File: config.mk
export PLATFORM = sky130hd
export DESIGN_NAME = single_source_shortest_paths
export DESIGN_NICKNAME = d
export VERILOG_FILES = /design/src/sv/sssp_pkg.sv /design/src/sv/sssp_dist.sv /design/src/sv/single_source_shortest_paths.sv
export SDC_FILE = /design/constraint.sdc
export NUM_CORES = 2
export LEC_CHECK = 0
export ABC_AREA = 1
export BUFFER_PORTS_ARGS = -buffer_cell sky130_fd_sc_hd__buf_2
export CORE_MARGIN = 10
export CORE_UTILIZATION = 60
export DETAILED_ROUTE_END_ITERATION = 8
export MAX_ROUTING_LAYER = met4
export PLACE_DENSITY_LB_ADDON = 0.25
export SLEW_MARGIN = 25
export SYNTH_ARGS = -nofsm -noshare
export SYNTH_HDL_FRONTEND = slang
export SYNTH_SLANG_ARGS = --single-unit
File: constraint.sdc
create_clock -name clock -period 16.2 [get_ports clock]
set_input_delay 0.81 -clock clock [delete_from_list [all_inputs] [get_ports clock]]
set_output_delay 0.81 -clock clock [all_outputs]
set_load 0.005 [all_outputs]
File: src/sv/sssp_pkg.sv
// Package with sizes, codes and types of the shortest path block.
package sssp_pkg;

   // Sizing of the stores
   localparam int MAX_NODES   = 32;
   localparam int MAX_EDGES   = 64;
   localparam int WEIGHT_BITS = 10;

   // Fixed field widths
   localparam int NODE_W   = 6;
   localparam int WEIGHT_W = 10;
   localparam int DIST_W   = 16;

   // Derived widths
   localparam int NA_W   = (MAX_NODES > 1) ? $clog2(MAX_NODES) : 1;
   localparam int CNT_W  = $clog2(MAX_NODES + 1);
   localparam int CMP_W  = (NODE_W > CNT_W) ? NODE_W : CNT_W;
   localparam int EA_W   = (MAX_EDGES > 1) ? $clog2(MAX_EDGES) : 1;
   localparam int EC_W   = $clog2(MAX_EDGES + 1);
   localparam int EDGE_W = 2 * NODE_W + WEIGHT_BITS;

   // Distance codes: 17-bit form, top bit set only for infinite
   localparam logic [DIST_W:0]   DIST_INF = {(DIST_W + 1){1'b1}};
   localparam logic [DIST_W-1:0] DIST_SAT = {DIST_W{1'b1}};

   // Request kinds
   localparam logic REQ_LOAD = 1'b0;
   localparam logic REQ_RUN  = 1'b1;

   // Node count after reset
   localparam logic [NODE_W-1:0] NODE_COUNT_RESET = NODE_W'(32);

   // Commands to the distance table
   typedef struct packed {
      logic              clear;
      logic              rd_en;
      logic [NA_W-1:0]   rd_addr;
      logic              wr_en;
      logic [NA_W-1:0]   wr_addr;
      logic [DIST_W-1:0] wr_data;
   } dist_cmd_type;

   // Map the programmed node count onto 1..MAX_NODES
   function automatic logic [CNT_W-1:0] eff_nodes(input logic [NODE_W-1:0] v);
      logic [CNT_W-1:0] n;
      if (v == '0) begin
         n = CNT_W'(1);
      end else if (int'(v) > MAX_NODES) begin
         n = CNT_W'(MAX_NODES);
      end else begin
         n = CNT_W'(v);
      end
      return n;
   endfunction

endpackage

File: src/sv/sssp_dist.sv
// Distance table: one memory of node distances with per-entry valid bits.
module sssp_dist (
   input  logic                      clock,
   input  logic                      reset,
   input  sssp_pkg::dist_cmd_type    cmd,
   output logic [sssp_pkg::DIST_W:0] rd_dist
);
   import sssp_pkg::*;

   logic [DIST_W-1:0]    dist_mem [MAX_NODES];
   logic [MAX_NODES-1:0] valid_ff;
   logic [MAX_NODES-1:0] valid_in;
   logic [DIST_W-1:0]    rd_data_ff;
   logic                 rd_valid_ff;

   // Drop all entries on clear, mark the written entry valid
   always_comb begin
      valid_in = cmd.clear ? '0 : valid_ff;
      if (cmd.wr_en) begin
         valid_in[cmd.wr_addr] = 1'b1;
      end
   end

   always_ff @(posedge clock) begin
      if (reset) begin
         valid_ff    <= '0;
         rd_valid_ff <= 1'b0;
      end else begin
         valid_ff <= valid_in;
         if (cmd.rd_en) begin
            rd_valid_ff <= valid_ff[cmd.rd_addr];
         end
      end
   end

   // Write and registered read of the table
   always_ff @(posedge clock) begin
      if (cmd.wr_en) begin
         dist_mem[cmd.wr_addr] <= cmd.wr_data;
      end
      if (cmd.rd_en) begin
         rd_data_ff <= dist_mem[cmd.rd_addr];
      end
   end

   // An entry not written in this run reads as infinite
   assign rd_dist = rd_valid_ff ? {1'b0, rd_data_ff} : DIST_INF;

endmodule

File: src/sv/single_source_shortest_paths.sv
// Top level of the single-source shortest path engine.
// A load item (req_type 0) appends one directed edge to a 64-entry edge store;
// once the store is full further edges are dropped and every result of the
// next run shows edges_dropped. A run item (req_type 1) finds the shortest distance
// from node 1 to nodes 1..n (n from the value written on csr_wr_data, 0 read as 1 and
// values above 32 read as 32) and then gives one result per node in order, last on
// node n; afterwards the edge store is empty.
// The search is sequenced over one distance table port and one add and compare unit:
// a setup step, then per round a scan of nodes 1..n to pick the closest open node,
// a commit step, and a pass that reads each stored edge and, for an edge that leaves
// the picked node and lands on a node in 1..n, reads and relaxes its distance.
// There are as many rounds as reachable nodes plus one final scan. Each result is
// then read and loaded, waiting while the result side holds the one before. The
// block takes no new item from the start of a run until its last result is loaded.
module single_source_shortest_paths (
   input  logic                            clock,
   input  logic                            reset,
   // Configuration
   input  logic                            csr_wr_en,
   input  logic [sssp_pkg::NODE_W-1:0]     csr_wr_data,
   // Requests
   input  logic                            req_valid,
   output logic                            req_ready,
   input  logic                            req_type,
   input  logic [sssp_pkg::NODE_W-1:0]     req_edge_src,
   input  logic [sssp_pkg::NODE_W-1:0]     req_edge_dst,
   input  logic [sssp_pkg::WEIGHT_W-1:0]   req_edge_weight,
   // Results
   output logic                            rsp_valid,
   input  logic                            rsp_ready,
   output logic [sssp_pkg::NODE_W-1:0]     rsp_node_index,
   output logic [sssp_pkg::DIST_W-1:0]     rsp_distance,
   output logic                            rsp_reachable,
   output logic                            rsp_edges_dropped,
   output logic                            rsp_last
);
   import sssp_pkg::*;

   // Sequencer states
   localparam logic [3:0] S_IDLE     = 4'd0;
   localparam logic [3:0] S_INIT     = 4'd1;
   localparam logic [3:0] S_SCAN_RD  = 4'd2;
   localparam logic [3:0] S_SCAN_CMP = 4'd3;
   localparam logic [3:0] S_SEL      = 4'd4;
   localparam logic [3:0] S_EDGE_RD  = 4'd5;
   localparam logic [3:0] S_EDGE_DR  = 4'd6;
   localparam logic [3:0] S_EDGE_UP  = 4'd7;
   localparam logic [3:0] S_OUT_RD   = 4'd8;
   localparam logic [3:0] S_OUT_LD   = 4'd9;

   logic [3:0]           state_ff, state_in;
   logic [NODE_W-1:0]    node_count_ff, node_count_in;
   logic [EC_W-1:0]      edge_count_ff, edge_count_in;
   logic                 overflow_ff, overflow_in;
   logic [CNT_W-1:0]     n_ff, n_in;
   logic [CNT_W-1:0]     idx_ff, idx_in;
   logic [CNT_W-1:0]     best_ff, best_in;
   logic [DIST_W:0]      bestd_ff, bestd_in;
   logic [CNT_W-1:0]     sel_ff, sel_in;
   logic [DIST_W-1:0]    base_ff, base_in;
   logic [EC_W-1:0]      e_ff, e_in;
   logic [MAX_NODES-1:0] done_ff, done_in;

   logic                 rsp_valid_ff, rsp_valid_in;
   logic [NODE_W-1:0]    rsp_node_ff, rsp_node_in;
   logic [DIST_W-1:0]    rsp_dist_ff, rsp_dist_in;
   logic                 rsp_reach_ff, rsp_reach_in;
   logic                 rsp_drop_ff, rsp_drop_in;
   logic                 rsp_last_ff, rsp_last_in;

   logic [EDGE_W-1:0]    edge_mem [MAX_EDGES];
   logic [EDGE_W-1:0]    edge_q_ff;
   logic                 edge_we;
   logic                 edge_re;
   logic [EDGE_W-1:0]    edge_wdata;

   dist_cmd_type         dcmd;
   logic [DIST_W:0]      rd_dist;

   logic [NA_W-1:0]        idx_addr;
   logic [NA_W-1:0]        best_addr;
   logic [NODE_W-1:0]      e_src;
   logic [NODE_W-1:0]      e_dst;
   logic [WEIGHT_BITS-1:0] e_wt;
   logic [NA_W-1:0]        dst_addr;
   logic                   edge_hit;
   logic [EC_W-1:0]        e_next;
   logic                   e_last;
   logic [DIST_W:0]        sum;
   logic [DIST_W:0]        nd;
   logic [DIST_W:0]        cmp_a;
   logic [DIST_W:0]        cmp_b;
   logic                   cmp_lt;

   sssp_dist u_dist (
      .clock   (clock),
      .reset   (reset),
      .cmd     (dcmd),
      .rd_dist (rd_dist)
   );

   // Address and edge decode
   assign idx_addr   = NA_W'(idx_ff - CNT_W'(1));
   assign best_addr  = NA_W'(best_ff - CNT_W'(1));
   assign e_src      = edge_q_ff[EDGE_W-1 -: NODE_W];
   assign e_dst      = edge_q_ff[WEIGHT_BITS +: NODE_W];
   assign e_wt       = edge_q_ff[WEIGHT_BITS-1:0];
   assign dst_addr   = NA_W'(e_dst - NODE_W'(1));
   assign edge_hit   = (CMP_W'(e_src) == CMP_W'(sel_ff)) && (e_dst != '0) &&
                       (CMP_W'(e_dst) <= CMP_W'(n_ff));
   assign e_next     = e_ff + EC_W'(1);
   assign e_last     = (e_next == edge_count_ff);
   assign edge_wdata = {req_edge_src, req_edge_dst, WEIGHT_BITS'(req_edge_weight)};

   // Shared unit: saturating add and one compare
   assign sum    = {1'b0, base_ff} + (DIST_W + 1)'(e_wt);
   assign nd     = sum[DIST_W] ? {1'b0, DIST_SAT} : sum;
   assign cmp_lt = cmp_a < cmp_b;

   assign req_ready = (state_ff == S_IDLE);

   // Sequencer
   always_comb begin
      state_in      = state_ff;
      node_count_in = node_count_ff;
      edge_count_in = edge_count_ff;
      overflow_in   = overflow_ff;
      n_in          = n_ff;
      idx_in        = idx_ff;
      best_in       = best_ff;
      bestd_in      = bestd_ff;
      sel_in        = sel_ff;
      base_in       = base_ff;
      e_in          = e_ff;
      done_in       = done_ff;
      rsp_valid_in  = rsp_valid_ff;
      rsp_node_in   = rsp_node_ff;
      rsp_dist_in   = rsp_dist_ff;
      rsp_reach_in  = rsp_reach_ff;
      rsp_drop_in   = rsp_drop_ff;
      rsp_last_in   = rsp_last_ff;
      edge_we       = 1'b0;
      edge_re       = 1'b0;
      dcmd          = '0;
      cmp_a         = rd_dist;
      cmp_b         = bestd_ff;

      // Drop the result once taken
      if (rsp_valid_ff && rsp_ready) begin
         rsp_valid_in = 1'b0;
      end

      if (csr_wr_en) begin
         node_count_in = csr_wr_data;
      end

      unique case (state_ff)
         S_IDLE: begin
            if (req_valid) begin
               if (req_type == REQ_LOAD) begin
                  if (edge_count_ff < EC_W'(MAX_EDGES)) begin
                     edge_we       = 1'b1;
                     edge_count_in = edge_count_ff + EC_W'(1);
                  end else begin
                     overflow_in = 1'b1;
                  end
               end else begin
                  n_in     = eff_nodes(node_count_ff);
                  state_in = S_INIT;
               end
            end
         end
         S_INIT: begin
            // Start from node 1 at distance zero, all else infinite
            dcmd.clear   = 1'b1;
            dcmd.wr_en   = 1'b1;
            dcmd.wr_addr = '0;
            dcmd.wr_data = '0;
            done_in      = '0;
            idx_in       = CNT_W'(1);
            best_in      = '0;
            bestd_in     = DIST_INF;
            state_in     = S_SCAN_RD;
         end
         S_SCAN_RD: begin
            dcmd.rd_en   = 1'b1;
            dcmd.rd_addr = idx_addr;
            state_in     = S_SCAN_CMP;
         end
         S_SCAN_CMP: begin
            // Keep the lowest-numbered open node with the smallest distance
            if (!done_ff[idx_addr] && cmp_lt) begin
               best_in  = idx_ff;
               bestd_in = rd_dist;
            end
            if (idx_ff == n_ff) begin
               state_in = S_SEL;
            end else begin
               idx_in   = idx_ff + CNT_W'(1);
               state_in = S_SCAN_RD;
            end
         end
         S_SEL: begin
            idx_in = CNT_W'(1);
            if (best_ff == '0) begin
               state_in = S_OUT_RD;
            end else begin
               done_in[best_addr] = 1'b1;
               sel_in   = best_ff;
               base_in  = bestd_ff[DIST_W-1:0];
               best_in  = '0;
               bestd_in = DIST_INF;
               e_in     = '0;
               state_in = (edge_count_ff == '0) ? S_SCAN_RD : S_EDGE_RD;
            end
         end
         S_EDGE_RD: begin
            edge_re  = 1'b1;
            state_in = S_EDGE_DR;
         end
         S_EDGE_DR: begin
            if (edge_hit) begin
               dcmd.rd_en   = 1'b1;
               dcmd.rd_addr = dst_addr;
               state_in     = S_EDGE_UP;
            end else if (e_last) begin
               state_in = S_SCAN_RD;
            end else begin
               e_in     = e_next;
               state_in = S_EDGE_RD;
            end
         end
         S_EDGE_UP: begin
            // Relax the edge when the new path is shorter
            cmp_a = nd;
            cmp_b = rd_dist;
            if (cmp_lt) begin
               dcmd.wr_en   = 1'b1;
               dcmd.wr_addr = dst_addr;
               dcmd.wr_data = nd[DIST_W-1:0];
            end
            if (e_last) begin
               state_in = S_SCAN_RD;
            end else begin
               e_in     = e_next;
               state_in = S_EDGE_RD;
            end
         end
         S_OUT_RD: begin
            if (!rsp_valid_ff || rsp_ready) begin
               dcmd.rd_en   = 1'b1;
               dcmd.rd_addr = idx_addr;
               state_in     = S_OUT_LD;
            end
         end
         S_OUT_LD: begin
            rsp_valid_in = 1'b1;
            rsp_node_in  = NODE_W'(idx_ff);
            rsp_reach_in = !rd_dist[DIST_W];
            rsp_dist_in  = rd_dist[DIST_W] ? '0 : rd_dist[DIST_W-1:0];
            rsp_drop_in  = overflow_ff;
            rsp_last_in  = (idx_ff == n_ff);
            if (idx_ff == n_ff) begin
               edge_count_in = '0;
               overflow_in   = 1'b0;
               state_in      = S_IDLE;
            end else begin
               idx_in   = idx_ff + CNT_W'(1);
               state_in = S_OUT_RD;
            end
         end
         default: begin
            state_in = S_IDLE;
         end
      endcase
   end

   // Control registers
   always_ff @(posedge clock) begin
      if (reset) begin
         state_ff      <= S_IDLE;
         node_count_ff <= NODE_COUNT_RESET;
         edge_count_ff <= '0;
         overflow_ff   <= 1'b0;
         done_ff       <= '0;
         rsp_valid_ff  <= 1'b0;
      end else begin
         state_ff      <= state_in;
         node_count_ff <= node_count_in;
         edge_count_ff <= edge_count_in;
         overflow_ff   <= overflow_in;
         done_ff       <= done_in;
         rsp_valid_ff  <= rsp_valid_in;
      end
   end

   // Working and result registers
   always_ff @(posedge clock) begin
      n_ff         <= n_in;
      idx_ff       <= idx_in;
      best_ff      <= best_in;
      bestd_ff     <= bestd_in;
      sel_ff       <= sel_in;
      base_ff      <= base_in;
      e_ff         <= e_in;
      rsp_node_ff  <= rsp_node_in;
      rsp_dist_ff  <= rsp_dist_in;
      rsp_reach_ff <= rsp_reach_in;
      rsp_drop_ff  <= rsp_drop_in;
      rsp_last_ff  <= rsp_last_in;
   end

   // Edge store: append on load, registered read during relaxation
   always_ff @(posedge clock) begin
      if (edge_we) begin
         edge_mem[edge_count_ff[EA_W-1:0]] <= edge_wdata;
      end
      if (edge_re) begin
         edge_q_ff <= edge_mem[e_ff[EA_W-1:0]];
      end
   end

   assign rsp_valid         = rsp_valid_ff;
   assign rsp_node_index    = rsp_node_ff;
   assign rsp_distance      = rsp_dist_ff;
   assign rsp_reachable     = rsp_reach_ff;
   assign rsp_edges_dropped = rsp_drop_ff;
   assign rsp_last          = rsp_last_ff;

endmodule

==> impl_metrics.ini <==
[detailed_routing]
drt-initial-drc-count = 7635
route.detailed.drc = 0
dr.pass1.iters = 6
wl_per_cell_um = 25.9
routed_wirelength_um = 232000
final_antenna_net_count = 0
viasPerCell = 6.39
vias = 57200

[floorplanning]
die-area_um2 = 159000
start_util_pct = 60.5
io_pins = 61
die_w_um = 398
core_um2 = 142000
rows = 138
die_height_um = 398

[cells_and_area]
layout_commonest_cell = edfxtp_1
drive_gt1_share_pct = 8.32
area.growth.synth_to_final_pct = 10.2
nets = 6949
mostFrequentLayoutCells = edfxtp_1 (2047), nor2_1 (1326), o21ai_0 (1183)
final_util_pct = 66.7
instances_no_fill = 8950

[yosys]
synth_top_family_by_area = compound AO/OA/AOI/OAI gates
yosysWarnings = 0
yosys.area_share.xor_xnor_pct = 0.255
synth_nets = 7016
synth_edf_count = 2047
yosys_most_used_dff = edfxtp_1
synthCells = 6942
synth.area.mux_share_pct = 0
synth_compound_area_share_pct = 13.1
syn_avg_cell_area_um2 = 12.4
yosysUniqueCellTypes = 48
syn_area_um2 = 85900
ys_async_sr_fraction_pct = 0
synth_seq_area_share_pct = 73.5
synth_simple_gate_area_share_pct = 9.10
synthAdderAreaFrac_pct = 0.592
ys_seq_elements = 2131

[clock_tree]
clk_pin_slew_worst_paths_ns = 0.06
ctsHtreeMaxLevel = 4
cts.sinks = 2131
cts.repair.resized = 0
cts_tree = yes
cts_buffer_depth = 3
root_buffer = clkbuf_16
postCtsSetupBuffers = 0
cts_made_buffers = 201
worst_skew_pair.late_latency_ns = 0.86
cts_hold_buffers = 0

[sta]
fin_skew_ns = 0.0515
setup_tns_ns = 0
hold_violations = 0
setup_ws_ns = 10.15
rsz0062_at_grt = no
slew_viol_final = 0
worst_slew_pin_slew_ns = 1.34
slew_headroom_pct = 10.7
setup_viol = 0
min_period_ns = 6.05
max_freq_mhz = 165
period_share_pct = 37.4

[global_route]
grt_pass1_wl_um = 342000
grt_max_degree = 237
grt_usage_pct = 29.4
grt_overflow = 0
grt_antenna_before_repair = 9
grt_pass1_vias = 54100

[min_path]
hp-class = primary input to flop
hold_depth = 3
worstHoldStart = csr_wr_data[5]

[worst_setup_path]
crit_slowest_cell = nor2_1
worstPathRequired_ns = 16.68
criticalPathCategory = flop to flop
startpoint_type = flop
r2r_start = base_ff[0]
max_stage_delay_ns = 0.72
crit_start = base_ff[0]
r2r_cells = 21
cp_cell_sequence = ha_1 -> fa_1 -> nand3_1 -> nand2_1 -> a21oi_2 -> o21ai_1 -> nand2_1 -> nand2_1 -> o21ai_0 -> o21ai_0 -> ha_1 -> a21oi_1 -> o21ai_0 -> nand2_1 -> o211ai_1 -> a21oi_1 -> nand3_4 -> nor2_1 -> clkinv_1 -> nand3_1 -> inv_1
cpMostUsedCell = nand2_1
cp-end-kind = flop
arrival_ns = 6.53
path_max_fanout = 16

[power]
peakVddDrop_v = 0.0000953
p_leak_nw = 32.0
powerDensity_nw_per_um2 = 117
p_total_mw = 11.0

[job]
maxCapViolations = 0

[placed_design]
pre_cts_ws_ns = 10.28
dp_hpwl_um = 131000
port_buffers = 60
dp_cells = 8562
gp_congestion = 0.912

[status]
outcome = finished clean
==> area by class of cell <==
cell class | instances | area (µm²)
Tap cell | 1890 | 2360
Timing Repair Buffer | 185 | 1350
Antenna cell | 8 | 20.0
Inverter | 279 | 1070
Fill cell | 10100 | 47300
Multi-Input combinational cell | 4077 | 20300
Sequential cell | 2131 | 63200
Clock inverter | 130 | 1120
Clock buffer | 250 | 5270
==> metal layers <==
metal	global-route usage [%]	wire, µm	vias to the layer above
li1	-	-	25300
met1	38.4	86400	28000
met2	45.3	109000	3328
met3	5.67	25100	596
met4	12.7	10700	0
met5	-	0	-
==> state kept, by name, summed over array words and instances (netlist names), 7 cells and up <==
signal / count
u_dist.dist_mem: 512
edge_mem: 1408
u_dist.rd_data_ff: 16
u_dist.valid_ff: 32
base_ff: 16
done_ff: 32
bestd_ff: 17
edge_count_ff: 7
rsp_distance: 16
edge_q_ff: 22
e_ff: 7
==> per-stage QoR <==
stage               hold slack (ns)  instance area (µm²)
global route                  0.189                94600
finish                        0.185                94600
global placement              0.428                88200
floorplan                     0.408                85900
detailed placement            0.436                88200
CTS                           0.133                94600
==> worst max-delay path, delay by kind of cell (launching register included) <==
kind	cells	cell delay (ns)
and+or+nand+nor	8	1.90
AOI/OAI and AO/OA	8	1.66
adders and majority gates	3	0.95
buffers and inverters	2	0.83
DFF	1	0.37
==> cell usage after synthesis, types with 10 or more instances <==
master | n | share of area, %
clkbuf_1 | 356 | 1.6
a21oi_1 | 165 | 0.96
o21ai_0 | 1185 | 6.9
nor2_1 | 1405 | 6.1
o32ai_1 | 21 | 0.21
a31oi_1 | 11 | 0.080
xor2_1 | 18 | 0.18
nor3_1 | 23 | 0.13
o22ai_1 | 445 | 3.2
ha_1 | 39 | 0.57
o211ai_1 | 137 | 1.2
buf_2 | 67 | 0.39
o21ai_1 | 59 | 0.34
inv_1 | 264 | 1.2
buf_1 | 22 | 0.096
nand3_1 | 175 | 1.0
dfxtp_1 | 84 | 2.0
edfxtp_1 | 2047 | 72
nand2_1 | 316 | 1.4
nand3b_1 | 10 | 0.087
==> where the power goes <==
| part | internal (mW) | switching (mW) |
|---|---|---|
| registers | 6.04 | 0.0241 |
| logic | 0.0880 | 0.301 |
| clock network | 2.53 | 2.05 |
| total | 8.66 | 2.37 |
==> final timing paths <==
check / to / slack [ns]
max reg2reg: u_dist.dist_mem[18][3] / 10.15
max: u_dist.dist_mem[18][3] / 10.15
min reg2reg: base_ff[14] / 0.45
min: node_count_ff[5] / 0.18
==> cells by family (layout without fill, tap and decap cells) <==
| group | Yosys count | after routing |
|---|---|---|
| AOI/OAI and AO/OA | 2042 | 2042 |
| xor gates and xnor gates | 25 | 25 |
| adders and majority gates | 40 | 40 |
| buffers and inverters | 734 | 844 |
| DFF | 2131 | 2131 |
| other | 0 | 8 |
| and+or+nand+nor | 1970 | 1970 |
Note: power is estimated with default switching activity, not from simulation.
